**src/ttd_pkg.sv**
```systemverilog
// ----------------------------------------------------------------------------
// ttd_pkg
// Shared types and constants of the transient trigger detector: register
// indexes, fixed field widths, stage controls and the lane-to-merge flags.
// ----------------------------------------------------------------------------
`timescale 1ns / 1ps
`default_nettype none

package ttd_pkg;

  // fixed field widths
  localparam int TRIG_RATIO_W  = 17;
  localparam int REARM_RATIO_W = 16;
  localparam int LEVEL_W       = 24;
  localparam int ENV_FRAC      = 8;
  localparam int RATIO_FRAC    = 16;
  localparam int CFG_INDEX_W   = 3;

  // register reset values
  localparam int FAST_ATK_RESET  = 62757;
  localparam int FAST_REL_RESET  = 65400;
  localparam int SLOW_ATK_RESET  = 65508;
  localparam int SLOW_REL_RESET  = 65529;
  localparam int TRIG_RATIO_RESET  = 6554;
  localparam int REARM_RATIO_RESET = 4640;

  typedef enum logic [CFG_INDEX_W-1:0] {
    REG_FAST_ATK    = 3'd0,
    REG_FAST_REL    = 3'd1,
    REG_SLOW_ATK    = 3'd2,
    REG_SLOW_REL    = 3'd3,
    REG_TRIG_RATIO  = 3'd4,
    REG_REARM_RATIO = 3'd5
  } ttd_reg_e;

  typedef enum logic [2:0] {
    ST_IDLE,
    ST_DIFF,
    ST_MUL,
    ST_UPD,
    ST_RATIO,
    ST_DONE
  } ttd_state_t;

  // one strobe per processing step
  typedef struct packed {
    logic load;
    logic diff;
    logic mul;
    logic upd;
    logic ratio;
  } ttd_ctrl_t;

  // what one lane found in the current item
  typedef struct packed {
    logic trig;
    logic rearm;
  } ttd_hit_t;

endpackage

`default_nettype wire

```
**src/ttd_merge.sv**
```systemverilog
// ----------------------------------------------------------------------------
// ttd_merge
// Merge the lane flags in channel order into the shared held flag and the
// trigger pulse, and hold the result item until the receiver takes it.
// ----------------------------------------------------------------------------
`timescale 1ns / 1ps
`default_nettype none

module ttd_merge (
  input  wire logic                         clk,
  input  wire logic                         rst_n,
  input  wire logic                         fire,
  input  wire ttd_pkg::ttd_hit_t            hit [2],
  input  wire logic [ttd_pkg::LEVEL_W-1:0]  fast_level [2],
  input  wire logic [ttd_pkg::LEVEL_W-1:0]  slow_level [2],
  input  wire logic                         out_ready,
  output logic                              out_free,
  output logic                              out_valid,
  output logic                              out_trigger_pulse,
  output logic                              out_trigger_held,
  output logic [ttd_pkg::LEVEL_W-1:0]       out_left_fast_level,
  output logic [ttd_pkg::LEVEL_W-1:0]       out_left_slow_level,
  output logic [ttd_pkg::LEVEL_W-1:0]       out_right_fast_level,
  output logic [ttd_pkg::LEVEL_W-1:0]       out_right_slow_level
);
  import ttd_pkg::*;

  logic held_r, held_nxt;
  logic pulse_nxt;
  logic out_valid_r, out_valid_nxt;
  logic pulse_r, held_out_r;
  logic [LEVEL_W-1:0] lf_r, ls_r, rf_r, rs_r;

  // left first: the right channel may rearm after the left one fired
  always_comb begin
    held_nxt  = held_r;
    pulse_nxt = 1'b0;
    for (int ch = 0; ch < 2; ch++) begin
      if (hit[ch].trig && !held_nxt) begin
        pulse_nxt = 1'b1;
        held_nxt  = 1'b1;
      end
      if (hit[ch].rearm) begin
        held_nxt = 1'b0;
      end
    end
  end

  assign out_free = !out_valid_r || out_ready;

  always_comb begin
    out_valid_nxt = out_valid_r;
    if (fire) begin
      out_valid_nxt = 1'b1;
    end else if (out_ready) begin
      out_valid_nxt = 1'b0;
    end
  end

  always_ff @(posedge clk) begin
    if (!rst_n) begin
      held_r      <= 1'b0;
      out_valid_r <= 1'b0;
    end else begin
      out_valid_r <= out_valid_nxt;
      if (fire) begin
        held_r <= held_nxt;
      end
    end
  end

  always_ff @(posedge clk) begin
    if (fire) begin
      pulse_r    <= pulse_nxt;
      held_out_r <= held_nxt;
      lf_r       <= fast_level[0];
      ls_r       <= slow_level[0];
      rf_r       <= fast_level[1];
      rs_r       <= slow_level[1];
    end
  end

  assign out_valid            = out_valid_r;
  assign out_trigger_pulse    = pulse_r;
  assign out_trigger_held     = held_out_r;
  assign out_left_fast_level  = lf_r;
  assign out_left_slow_level  = ls_r;
  assign out_right_fast_level = rf_r;
  assign out_right_slow_level = rs_r;

endmodule

`default_nettype wire
```
**config.mk**
```make
export PLATFORM = sky130hd
export DESIGN_NAME = ttd_merge
export DESIGN_NICKNAME = d
export VERILOG_FILES = /design/src/ttd_pkg.sv /design/src/ttd_merge.sv
export SDC_FILE = /design/constraint.sdc
export NUM_CORES = 1
export LEC_CHECK = 0
export ABC_CLOCK_PERIOD_IN_PS = 800
export BUFFER_PORTS_ARGS = -buffer_cell sky130_fd_sc_hd__buf_2
export CAP_MARGIN = 20
export CORE_ASPECT_RATIO = 2
export CORE_MARGIN = 8
export CORE_UTILIZATION = 30
export DETAILED_ROUTE_END_ITERATION = 10
export RECOVER_POWER = 25
export SLEW_MARGIN = 5
export SYNTH_ARGS = -nofsm -noshare
export SYNTH_HDL_FRONTEND = slang
export SYNTH_SLANG_ARGS = --single-unit
```
**constraint.sdc**
```tcl
create_clock -name clk -period 0.8 [get_ports clk]
set_input_delay 0.16 -clock clk [delete_from_list [all_inputs] [get_ports clk]]
set_output_delay 0.16 -clock clk [all_outputs]
set_load 0.005 [all_outputs]
```
==> reports/qor.yml <==
vias: 2196
most-common-layout-cells: "buf_2 (196), edfxtp_1 (98), dlygate4sd3_1 (74)"
relSlewSlack: 0.818
tightest_slew_ns: 0.273
final_common_cell: "buf_2"
syn_avg_cell_area_sq_um: 27.3
dp_hpwl_um: 6990
numCtsBuffers: 9
cts_tree: "yes"
clockPowerShare: 0.340
drtIter0Drc: 117
cp_max_fo: 2
p_total_mw: 11.4
crit_path_top_delay_cell: "dfxtp_2"
port_buffers: 203
grtUsageTotal: 0.131
ys_warn_count: 0
fp.dieW_um: 87.3
finalCritPeriodShare: 1.29
period_minus_slack_ns: 1.03
crit_type: "reg -> out"
cp.required_ns: 0.64
status: "complete, but fails checks"
grt_pass1_wl_um: 13100
critPathArrivalTime_ns: 0.87
routabilityCongestion: 0.754
ant_nets: 0
cp-end-kind: "primary output"
die_h_um: 159
grt_max_degree: 35
tns_ns: -18.39
internal_power_mw: 9.02
synth-seq-cells: 100
rows: 52
netSwitchingFraction: 0.206
core_area_sq_um: 10000
worst-path-stages: 2
grt_antenna_before_repair: 0
netlist_area_sq_um: 3050
ff2ff_path_depth: 2
wl_um: 9320
ys_types: 13
path_delay_family: "flip-flops"
nets: 511
power.leakage_nw: 2.26
setup_ws_ns: -0.228
root_buffer: "clkbuf_16"
dr.pass1.iters: 4
syn_to_final_growth_pct: 73.7
grt_pass1_vias: 2482
clk_latency_ns: 0.32
grt_remaining_overflow: 0
violations: "negative setup slack"
synthesis.nets: 216
power_switching_mw: 2.34
p_comb_frac: 0.105
cts.sinks: 100
antenna_cells: 0
start_util: 0.305
dpl_cell_area_sq_um: 4320
hold_slack_ns: 0.0137
vias_per_cell: 4.01
wl_per_cell_um: 17.0
whs_path_depth: 1
rsz0062_at_grt: "yes"
peakVddDrop_mv: 1.20
cp.buffers_inverters: 1
slew_viol_final: 0
synth_seq_area_share: 0.977
skew_ns: 0.000722
start_kind: "register"
cts_buffer_depth: 2
hold_path_class: "in -> reg"
postLayoutCoreUtil: 0.529
die_area_sq_um: 13900
critPathMaxStageDelay_ns: 0.34
hold_violations: 0
drc: 0
htreeDepth: 3
cellPowerDensity_nw_per_um2: 2140
drive_above_1_share: 0.534
setup-violations-final: 100
fmaxAchievable_mhz: 973
ios: 204
syn_inst: 112
postCtsSetupBuffers: 0
clkTransAtPathRegs_ns: 0.07
drv_cap: 0
power_frac_seq: 0.555
stdcell_area_sq_um: 5300
path_cells: "nand2b_1 -> buf_2"
## Yosys cell counts
library cell | instances | area share
a21boi_0 | 1 | 0.0025
a21oi_1 | 1 | 0.0016
a21oi_2 | 1 | 0.0029
dfxtp_1 | 2 | 0.013
edfxtp_1 | 98 | 0.96
inv_1 | 1 | 0.0012
inv_2 | 1 | 0.0012
nand2_1 | 1 | 0.0012
nand2b_1 | 1 | 0.0021
nor2_1 | 2 | 0.0025
o21ai_0 | 1 | 0.0016
o21bai_1 | 1 | 0.0025
o221a_1 | 1 | 0.0037
## worst reg2reg max path: cells and delay by family, from the launching register on
| family | cells | cell delay (ns) |
|---|---|---|
| flops | 1 | 0.33 |
| compound gates | 2 | 0.18 |
## sequential cells by signal (all words and copies together), names as in the netlist
register	count
out_left_slow_level	24
held_r	1
out_right_slow_level	24
out_valid	1
out_trigger_pulse	1
out_trigger_held	1
out_left_fast_level	24
out_right_fast_level	24
## per-stage QoR
step           cells  setup WS [ns]
2_1_floorplan    112         0.0623
3_3_place_gp     457        -0.0924
3_5_place_dp     457         -0.109
4_1_cts          542         -0.237
5_1_grt          547         -0.267
6_report         547         -0.228
## final timing paths
check / slack, ns / start / to
worst min-delay path: 0.01 / fast_level[30] / out_left_fast_level[6]$_DFFE_PP_
worst max-delay path: -0.23 / out_valid$_SDFFE_PN0P_ / out_free
worst min register to register: 0.53 / held_r$_SDFFE_PN0P_ / held_r$_SDFFE_PN0P_
worst max register to register: 0.05 / held_r$_SDFFE_PN0P_ / out_trigger_held$_DFFE_PP_
## routing by layer
| layer | wire length (um) | GRT usage | vias to the layer above |
|---|---|---|---|
| li1 | - | - | 1039 |
| met4 | 388 | 0.0950 | 0 |
| met1 | 2950 | 0.118 | 1015 |
| met5 | 0 | 0 | - |
| met2 | 5290 | 0.237 | 118 |
| met3 | 690 | 0.0408 | 24 |
## repair_timing
action	CTS	global route
hold endpoints to repair	69	5
resized for setup	1	2
pin swaps	0	2
hold buffers	69	5
endpoints found under the setup margin	100	101
## final cells by class
type	instances	area, sq um
Tap cell	135	169
Clock buffer	11	233
Timing Repair Buffer	284	1810
Fill cell	860	4720
Sequential cell	100	2990
Inverter	2	7.51
Clock inverter	5	35.0
Multi-Input combinational cell	10	62.6
## power by group through the flow
stage	combinational [mW]	sequential, mW	clock (mW)
finish	1.19	6.30	3.87
global route	1.29	6.34	4.14
CTS	1.22	6.30	3.99
detailed placement	0.942	6.41	0
global placement	0.926	6.40	0
floorplan	0.0231	6.49	0
## kinds of logic after synthesis
| logic type | share of synthesized area |
|---|---|
| buffers and inverters | 0.00246 |
| AO/OA/AOI/OAI | 0.0148 |
| flip-flops | 0.977 |
| AND/OR/NAND/NOR | 0.00574 |
Note: power is estimated with default switching activity, not from simulation.
